## config.mk

```make
export PLATFORM = sky130hd
export DESIGN_NAME = three_rotor_reflector_cipher
export DESIGN_NICKNAME = d
export VERILOG_FILES = /design/src/rtl/trc_pkg.sv /design/src/rtl/trc_cell.sv /design/src/rtl/three_rotor_reflector_cipher.sv
export SDC_FILE = /design/constraint.sdc
export NUM_CORES = 1
export LEC_CHECK = 0
export BUFFER_PORTS_ARGS = -buffer_cell sky130_fd_sc_hd__buf_2
export CAP_MARGIN = 30
export CORE_AREA = 8 8 173 339
export DETAILED_ROUTE_END_ITERATION = 8
export DIE_AREA = 0 0 181 347
export PLACE_DENSITY = 0.76
export RECOVER_POWER = 25
export SLEW_MARGIN = 20
export SYNTH_ARGS = -nofsm -noshare
export SYNTH_HDL_FRONTEND = slang
export SYNTH_HIERARCHICAL = 1
export SYNTH_SLANG_ARGS = --single-unit
```

## constraint.sdc

```tcl
create_clock -name clk -period 8.5 [get_ports clk]
set_clock_uncertainty 0.2 [all_clocks]
set_input_delay 0.425 -clock clk [delete_from_list [all_inputs] [get_ports clk]]
set_output_delay 0.425 -clock clk [all_outputs]
set_load 0.05 [all_outputs]
```

## src/rtl/trc_pkg.sv

```systemverilog
// ----------------------------------------------------------------------------
// trc_pkg
// Shared types and constants for the three-rotor reflector cipher.
// ----------------------------------------------------------------------------
package trc_pkg;

	localparam int LETTER_W   = 5;
	localparam int NUM_TABLES = 4;

	// Table selector codes, as carried in the load beat.
	localparam logic [1:0] TBL_ROTOR_ONE   = 2'd0;
	localparam logic [1:0] TBL_ROTOR_TWO   = 2'd1;
	localparam logic [1:0] TBL_ROTOR_THREE = 2'd2;
	localparam logic [1:0] TBL_REFLECTOR   = 2'd3;

	// Beat kinds on the input tuser bit.
	localparam logic ACT_ENCIPHER = 1'b0;
	localparam logic ACT_LOAD     = 1'b1;

	typedef logic [LETTER_W-1:0] letter_t;

	// One entry of each table, indexed by table selector code.
	typedef letter_t [NUM_TABLES-1:0] row_t;

	// Control broadcast from the sequencer to every cell.
	typedef struct packed {
		logic [NUM_TABLES-1:0] wr;
		logic [NUM_TABLES-1:0] rot;
		letter_t               wr_index;
		letter_t               wr_value;
		logic [1:0]            q_table;
		letter_t               q_letter;
	} cell_ctrl_t;

	typedef enum logic [1:0] {
		ST_IDLE,
		ST_RUN,
		ST_FINISH
	} seq_state_t;

endpackage

```

## src/rtl/trc_cell.sv

```systemverilog
// ----------------------------------------------------------------------------
// trc_cell
// One position of the rotor row: holds that entry of all four tables, shifts
// from its left neighbor on rotation, and answers lookups and searches.
// ----------------------------------------------------------------------------
module trc_cell #(
	parameter logic [4:0] POS = 5'd0
) (
	input  logic              clk,
	input  trc_pkg::cell_ctrl_t ctrl,
	input  trc_pkg::row_t     left_row,
	output trc_pkg::row_t     row,
	output trc_pkg::letter_t  fwd,
	output logic              hit
);
	import trc_pkg::*;

	row_t    row_q;
	letter_t sel;

	always_ff @(posedge clk) begin
		for (int t = 0; t < NUM_TABLES; t++) begin
			if (ctrl.rot[t]) begin
				row_q[t] <= left_row[t];
			end else if (ctrl.wr[t] && (ctrl.wr_index == POS)) begin
				row_q[t] <= ctrl.wr_value;
			end
		end
	end

	always_comb begin
		sel = row_q[ctrl.q_table];
		fwd = (ctrl.q_letter == POS) ? sel : '0;
		hit = (sel == ctrl.q_letter);
	end

	assign row = row_q;

endmodule

```

## src/rtl/three_rotor_reflector_cipher.sv

```systemverilog
// An encipher beat makes its seven table passes, one per cycle, on the shared
// row of cells in the run state; the finish state writes the result once the
// output register is free. A load beat is written in the cycle it is accepted.
// Throughput: one load beat per cycle while idle; no input while enciphering.
// Reset: arst_n clears the sequencer, step counters and output valid; the
// table entries hold nothing defined until they are loaded.
// ----------------------------------------------------------------------------
// three_rotor_reflector_cipher
// Three rotors and a reflector held as a ring of cells, one cell per letter.
// ----------------------------------------------------------------------------
module three_rotor_reflector_cipher #(
	parameter int ALPHABET_SIZE = 26
) (
	input  logic        clk,
	input  logic        arst_n,
	input  logic        s_tvalid,
	output logic        s_tready,
	// tdata, lowest bit up: letter_in[4:0], table_select[6:5],
	// entry_index[11:7], entry_value[16:12], zero pad[23:17].
	input  logic [23:0] s_tdata,
	// tuser: action (0 encipher, 1 load a table entry).
	input  logic        s_tuser,
	output logic        m_tvalid,
	input  logic        m_tready,
	// tdata, lowest bit up: letter_out[4:0], zero pad[7:5].
	output logic [7:0]  m_tdata,
	// tuser: table_fault.
	output logic        m_tuser
);
	import trc_pkg::*;

	localparam logic [2:0] LAST_STEP = 3'd6;
	localparam letter_t    WRAP      = LETTER_W'(ALPHABET_SIZE - 1);

	// Input beat fields.
	letter_t    letter_in;
	logic [1:0] table_select;
	letter_t    entry_index;
	letter_t    entry_value;

	assign letter_in    = s_tdata[4:0];
	assign table_select = s_tdata[6:5];
	assign entry_index  = s_tdata[11:7];
	assign entry_value  = s_tdata[16:12];

	// Sequencer state.
	seq_state_t state_q, state_d;
	logic [2:0] step_q;
	letter_t    x_q;
	logic       fault_q;
	letter_t    steps3_q, steps2_q;

	// Output register.
	logic    out_valid_q;
	letter_t out_letter_q;
	logic    out_fault_q;

	// Cell row.
	cell_ctrl_t ctrl;
	row_t       rows   [ALPHABET_SIZE];
	letter_t    fwds   [ALPHABET_SIZE];
	logic       hits   [ALPHABET_SIZE];

	logic       accept;
	logic       finish_fire;
	logic       inv_mode;
	logic [1:0] q_table;
	letter_t    fwd_or;
	logic       found;
	letter_t    found_idx;
	letter_t    x_next;

	assign s_tready    = (state_q == ST_IDLE);
	assign accept      = s_tvalid && s_tready;
	assign finish_fire = (state_q == ST_FINISH) && (!out_valid_q || m_tready);

	// Which table each pass uses: forward through rotors one, two, three and
	// the reflector, then back through the inverses of three, two and one.
	always_comb begin
		inv_mode = 1'b0;
		case (step_q)
			3'd0: q_table = TBL_ROTOR_ONE;
			3'd1: q_table = TBL_ROTOR_TWO;
			3'd2: q_table = TBL_ROTOR_THREE;
			3'd3: q_table = TBL_REFLECTOR;
			3'd4: begin
				q_table  = TBL_ROTOR_THREE;
				inv_mode = 1'b1;
			end
			3'd5: begin
				q_table  = TBL_ROTOR_TWO;
				inv_mode = 1'b1;
			end
			3'd6: begin
				q_table  = TBL_ROTOR_ONE;
				inv_mode = 1'b1;
			end
			default: q_table = TBL_ROTOR_ONE;
		endcase
	end

	// Table writes happen only from an accepted load beat; rotation only at the
	// end of an encipher beat, so the two never meet in one cycle.
	always_comb begin
		ctrl.q_table  = q_table;
		ctrl.q_letter = x_q;
		ctrl.wr_index = entry_index;
		ctrl.wr_value = entry_value;
		for (int t = 0; t < NUM_TABLES; t++) begin
			ctrl.wr[t] = accept && (s_tuser == ACT_LOAD) && (table_select == 2'(t));
		end
		ctrl.rot[TBL_ROTOR_THREE] = finish_fire;
		ctrl.rot[TBL_ROTOR_TWO]   = finish_fire && (steps3_q >= WRAP);
		ctrl.rot[TBL_ROTOR_ONE]   = finish_fire && (steps3_q >= WRAP) && (steps2_q >= WRAP);
		ctrl.rot[TBL_REFLECTOR]   = 1'b0;
	end

	// The ring: each cell takes its left neighbor's entries on rotation, and
	// the first cell takes the last, which turns the contents right by one.
	for (genvar i = 0; i < ALPHABET_SIZE; i++) begin : g_cell
		trc_cell #(
			.POS(5'(i))
		) u_cell (
			.clk     (clk),
			.ctrl    (ctrl),
			.left_row(rows[(i + ALPHABET_SIZE - 1) % ALPHABET_SIZE]),
			.row     (rows[i]),
			.fwd     (fwds[i]),
			.hit     (hits[i])
		);
	end

	// A forward lookup is the OR of all cells, of which at most one answers; an
	// index outside the alphabet matches no cell and reads as zero. An inverse
	// search takes the lowest cell whose entry matches.
	always_comb begin
		fwd_or    = '0;
		found     = 1'b0;
		found_idx = '0;
		for (int i = 0; i < ALPHABET_SIZE; i++) begin
			fwd_or = fwd_or | fwds[i];
		end
		for (int i = ALPHABET_SIZE - 1; i >= 0; i--) begin
			if (hits[i]) begin
				found     = 1'b1;
				found_idx = 5'(i);
			end
		end
		if (inv_mode) begin
			x_next = found ? found_idx : '0;
		end else begin
			x_next = fwd_or;
		end
	end

	always_comb begin
		state_d = state_q;
		case (state_q)
			ST_IDLE: begin
				if (accept && (s_tuser == ACT_ENCIPHER)) begin
					state_d = ST_RUN;
				end
			end
			ST_RUN: begin
				if (step_q == LAST_STEP) begin
					state_d = ST_FINISH;
				end
			end
			ST_FINISH: begin
				if (finish_fire) begin
					state_d = ST_IDLE;
				end
			end
			default: state_d = ST_IDLE;
		endcase
	end

	always_ff @(posedge clk or negedge arst_n) begin
		if (!arst_n) begin
			state_q <= ST_IDLE;
		end else begin
			state_q <= state_d;
		end
	end

	always_ff @(posedge clk or negedge arst_n) begin
		if (!arst_n) begin
			step_q   <= '0;
			steps3_q <= '0;
			steps2_q <= '0;
		end else begin
			if (accept) begin
				step_q <= '0;
			end else if (state_q == ST_RUN) begin
				step_q <= step_q + 3'd1;
			end
			if (finish_fire) begin
				if (steps3_q >= WRAP) begin
					steps3_q <= '0;
					if (steps2_q >= WRAP) begin
						steps2_q <= '0;
					end else begin
						steps2_q <= steps2_q + 5'd1;
					end
				end else begin
					steps3_q <= steps3_q + 5'd1;
				end
			end
		end
	end

	// The letter in flight and its fault flag.
	always_ff @(posedge clk) begin
		if (accept) begin
			x_q     <= letter_in;
			fault_q <= 1'b0;
		end else if (state_q == ST_RUN) begin
			x_q     <= x_next;
			fault_q <= fault_q | (inv_mode && !found);
		end
	end

	always_ff @(posedge clk or negedge arst_n) begin
		if (!arst_n) begin
			out_valid_q <= 1'b0;
		end else if (finish_fire) begin
			out_valid_q <= 1'b1;
		end else if (m_tready) begin
			out_valid_q <= 1'b0;
		end
	end

	always_ff @(posedge clk) begin
		if (finish_fire) begin
			out_letter_q <= x_q;
			out_fault_q  <= fault_q;
		end
	end

	assign m_tvalid = out_valid_q;
	assign m_tdata  = {3'b000, out_letter_q};
	assign m_tuser  = out_fault_q;

endmodule

```

* Word-level counts from Yosys, hierarchy flattened
Cells that the tools add are included.
Word-level totals: register bits after elaboration 548, input port bits 29, output and inout port bits 11, logic and storage cells 745
Cells by class: add/subtract/negate cells 3, magnitude comparators 3, eq/ne operators 90, muxes and demuxes 302, bitwise gates (word level) 27, reductions and logical operators 207
Operators by type and width (count):
- 2-to-1 mux 5 bit | 240
- binary-select mux 5 bit (select 2 bit) | 26
- nonzero test 2 bit | 80
- == test 5 bit | 26
- OR 5 bit | 25
- logical AND 1 bit | 115
- == test 5 bit, second input constant | 20
- == test 5 x 4 -> 1 bit, second input constant | 16
- == test 5 x 3 -> 1 bit, second input constant | 8
- 2-to-1 mux 1 bit | 29
- == test 5 x 2 -> 1 bit, second input constant | 4
- case mux 2 bit (3 select lines) | 2
- adder 5 x 1 -> 5 bit, second input constant | 2
- == test 5 x 1 -> 1 bit, second input constant | 2
- >= comparator 5 bit, second input constant | 2
- zero test 5 bit | 2
- == test 3 bit, second input constant | 3
- == test 2 bit, second input constant | 3
- == test 3 x 2 -> 1 bit, second input constant | 2
- 2-to-1 mux 2 bit | 3
- 2-to-1 mux 3 bit | 2
- == test 2 x 1 -> 1 bit, second input constant | 2
- zero test 2 bit | 2
- != test 2 bit, second input constant | 2
- 12 further kinds | 14

* Logic depth before layout (Yosys ltp)
word-level depth 36, depth in mapped cells 13, depth with buffers taken out 13

* Modules after synthesis
Netlist, hierarchy kept.
By module, submodules not included:
- trc_cell at g_cell[13].u_cell ... | instances 6, cells an instance 70, area each 1118.6 sq um, sequential area each 600.6 sq um
- trc_cell at g_cell[10].u_cell ... | instances 4, cells an instance 70, area each 1123.6 sq um, sequential area each 600.6 sq um
- trc_cell at g_cell[1].u_cell ... | instances 4, cells an instance 70, area each 1117.3 sq um, sequential area each 600.6 sq um
- trc_cell at g_cell[12].u_cell ... | instances 3, cells an instance 70, area each 1112.3 sq um, sequential area each 600.6 sq um
- trc_cell at g_cell[17].u_cell ... | instances 2, cells an instance 70, area each 1121.1 sq um, sequential area each 600.6 sq um
- trc_cell at g_cell[11].u_cell ... | instances 2, cells an instance 69, area each 1116.1 sq um, sequential area each 600.6 sq um
- trc_cell at g_cell[15].u_cell ... | instances 2, cells an instance 70, area each 1114.8 sq um, sequential area each 600.6 sq um
- three_rotor_reflector_cipher | instances 1, cells an instance 236, area each 1979.4 sq um, sequential area each 750.7 sq um
- trc_cell at g_cell[0].u_cell | instances 1, cells an instance 70, area each 1116.1 sq um, sequential area each 600.6 sq um
- trc_cell at g_cell[3].u_cell | instances 1, cells an instance 70, area each 1113.6 sq um, sequential area each 600.6 sq um
- trc_cell at g_cell[16].u_cell | instances 1, cells an instance 69, area each 1112.3 sq um, sequential area each 600.6 sq um

* Worst setup path after synthesis
Ideal clock, no wire load.
path kind flip-flop to flip-flop, start register step_q[0], end register x_q[1], data pin, library setup time 0.270 ns, arrival 5.552 ns, data required time 8.030 ns, path slack 2.478 ns, cell stages (with the launch flop) 14, buffers on the path 0, period minus slack after synthesis 6.022 ns, cell sequence dfrtp_1 -> inv_1 -> ha_1 -> and2_1 -> a211o_1 -> mux4_2 -> xnor2_1 -> nand3_1 -> nor3_2 -> or4_4 -> or4b_4 -> o31ai_4 -> or4_1 -> a31oi_1
RTL lines:
- from (decl) | RTL line three_rotor_reflector_cipher.sv:48 | logic [2:0] step_q;
- from (signal assigned) | RTL line three_rotor_reflector_cipher.sv:195 | step_q <= step_q + 3'd1;
- to (signal assigned) | RTL line three_rotor_reflector_cipher.sv:215 | x_q <= letter_in;
- to (signal assigned) | RTL line three_rotor_reflector_cipher.sv:218 | x_q <= x_next;
- to (decl) | RTL line three_rotor_reflector_cipher.sv:49 | letter_t x_q;

==> results by group <==
Hold path
  • Hold Path Class: input pin to flip-flop

Layout
  • Final core utilization: 0.613
  • Layout cells sized above 1: 0.355
  • Finished Cell Area: 33200 µm²
  • Non-Filler Instances: 2770
  • P&R area growth vs syn: 7.02%
  • # nets final: 2096
  • Commonest non-fill, non-tap cell in the layout: edfxtp_1
  • Number of diodes: 0
  • Most frequent cells in the layout: 531 x edfxtp_1, 510 x mux2_2, 104 x a21o_1, 85 x and2_1

CTS
  • Clk pin slew, worst setup/hold paths: about 0.07 ns
  • Post-CTS setup buffer count: 0
  • CTS tree: done
  • TritonCTS Buffers: 48
  • # clock sinks: approximately 550
  • H-Tree Depth: 2
  • Post-CTS Resized: 0
  • CTS Buffer Depth: 3
  • Hold Buf Count CTS: 5
  • Root Buffer Master: clkbuf_16
  • Clock Latency Late Sink: around 0.59 ns

Setup path
  • Worst EP arrival: 5.33 ns
  • CP Launch Type: flip-flop
  • Slowest cell on crit path: clkbuf_1
  • Worst-path cell chain: clkbuf_1 > nor4bb_1 > and3_2 > nor4_1 > nand4_1 > o21ai_0 > o311ai_0 > o21a_1
  • Worst-path fanout max: 53
  • Crit-path max cell delay: 2.23 ns
  • Crit end category: flip-flop
  • WP data required: 8.63 ns
  • Critical path class: flip-flop to flip-flop
  • Delay-heaviest family, CP: buffers and inverters
  • Buf/Inv on CP: 1

Timing
  • Fmax: just under 200 MHz
  • Hold WS: 0.0360 ns
  • Setup TNS: 0 ns
  • Worst Max-Slew Pin Slew: 4.06 ns
  • Final worst slack: 3.30 ns
  • Final critical-path share of the clock period: 0.612
  • Max Transition Viols Final: 704
  • Final Hold Vio Count: 0
  • Setup-failing EPs final: 0
  • Relative slew slack: -1.71
  • Tmin final: 5.20 ns
  • RSZ-0062 raised after global routing: no

GRT
  • Number of antenna violations at the first check in global routing: 0
  • Tot GR Track Use: 0.272
  • Largest net degree at the start of global routing: approximately 160
  • GRT Residual Overflow: 0
  • Vias in the first global route: 19900
  • First-pass GRT wire length: 128000 µm

Power and ir drop
  • Cell Pwr Density: 286 nW/µm²
  • Peak supply drop: 0.000244 V
  • Leakage: 11.6 nW
  • Pwr Total: 9.51 mW

Logic synthesis
  • YS warnings: 6
  • Most used DFF post-synth: edfxtp_1
  • Syn Area/Cell: 15.1 µm²
  • Async SR Flop Fraction: 0.0292
  • Post-synth cell types: 58
  • Post-synth EDFFs: 531
  • Sequential share of the synthesized area: 0.527
  • Cells after synthesis: a little over 2000
  • Post-Syn Area: 31000 µm²
  • FF+latch count, synth: 548

Outcome
  • Failing checks: capacitance limit, slew limit
  • Status: complete, but fails checks

Die
  • Floorplan Core Area: around 54000 µm²
  • Die X: around 180 µm
  • Initial Util: 0.573
  • Die Area: between 60000 and 70000 µm²
  • FP Rows: 121
  • Total I/O pin count: 40
  • Die height: 347 µm

Route
  • Routed length per instance: ~31 µm
  • DRC viols: 0
  • DR pass1 iterations: 5
  • Vias: 18800
  • Final WL: 86700 µm
  • Routed Antenna Nets: 0
  • Routed vias/inst: between 6 and 7
  • Initial DRC Count: 1558

Place
  • Placed cell area: approximately 32000 µm²
  • Post-DP HPWL: 59800 µm
  • Gpl congestion: 0.965
  • Pre-CTS setup slack: 3.49 ns
  • # port buffers: 29
  • Placed Instances: 2678

Job
  • Max cap viols: 13
==> per-layer routing <==
metal / vias up / track usage / share of wire
li1: 8122 / - / -
met1: 9530 / 0.262 / 0.32
met4: 0 / 0.238 / 0.10
met2: 831 / 0.508 / 0.54
met5: - / 0 / 0
met3: 328 / 0.0284 / 0.041
==> where the power goes <==
| part | leakage (nW) | internal, mW | switching [mW] |
|---|---|---|---|
| clock | 0.735 | 1.17 | 0.989 |
| combinational | 5.73 | 1.79 | 2.37 |
| sequential | 5.09 | 3.11 | 0.0778 |
| total | 11.6 | 6.08 | 3.43 |
==> cells by family (layout without fill, tap and decap cells) <==
group	Yosys count	in the layout	share of synthesized area
and+or+nand+nor	408	408	0.0818
muxes	650	650	0.289
AOI/OAI and AO/OA	158	158	0.0365
buffers and inverters	149	162	0.0247
DFF	548	548	0.527
other	1	29	0.000121
adders and majority gates	9	9	0.00363
xor gates and xnor gates	130	130	0.0367
==> layout make-up <==
cell class                      instances  area (µm²)
Sequential cell                       548       16400
Multi-Input combinational cell       1384       14000
Clock buffer                           61        1300
Fill cell                            3954       21000
Tap cell                              676         846
Clock inverter                         25         201
Inverter                               16        70.1
Timing Repair Buffer                   60         387
==> cells in the mapped netlist, types with 6 or more instances <==
cell type | count | share of area
edfxtp_1 | 531 | 0.51
mux2_2 | 510 | 0.19
a21o_1 | 104 | 0.025
clkbuf_1 | 104 | 0.013
and2_1 | 86 | 0.017
mux4_2 | 78 | 0.057
xnor2_1 | 78 | 0.022
nor2_1 | 60 | 0.0073
mux4_1 | 52 | 0.044
xor2_1 | 52 | 0.015
nor4_1 | 51 | 0.010
nand3_1 | 37 | 0.0060
buf_6 | 26 | 0.0094
nor3_2 | 26 | 0.0084
nand2_1 | 23 | 0.0028
nor2b_1 | 21 | 0.0042
dfrtp_1 | 16 | 0.013
inv_1 | 16 | 0.0019
o21ai_0 | 16 | 0.0026
and3_1 | 13 | 0.0026
nand2b_1 | 13 | 0.0026
a21oi_1 | 12 | 0.0019
and2_2 | 12 | 0.0029
nand4b_1 | 12 | 0.0034
mux2_1 | 10 | 0.0036
nand4_1 | 10 | 0.0020
ha_1 | 9 | 0.0036
nand4bb_1 | 8 | 0.0029
or4_1 | 8 | 0.0019
nor3_1 | 6 | 0.00097
==> worst paths after layout <==
kind | cells past startpoint | slack, ns | end | start
worst min register to register | 0 | 0.24 | m_tuser | fault_q
worst max register to register | 8 | 3.30 | x_q[3] | x_q[3]
worst max-delay path | 8 | 3.30 | x_q[3] | x_q[3]
max in group asynchronous | 2 | 7.12 | steps3_q[2] | arst_n
min in group asynchronous | 2 | 0.34 | step_q[2] | arst_n
worst min-delay path | 3 | 0.04 | x_q[2] | s_tdata[2]
==> worst min-delay path: stages <==
cell and delay (ns):
buf_2 0.09, nor2_1 0.05, a31oi_1 0.13
==> sequential cells by signal (all words and copies together), names as in the netlist <==
name and count:
m_tvalid 1, x_q 5, state_q 2, steps3_q 5
steps2_q 5, step_q 3, m_tuser 1, g_cell.u_cell/row 520
fault_q 1, out_letter_q 5
Power figures use the tool's default switching activity.
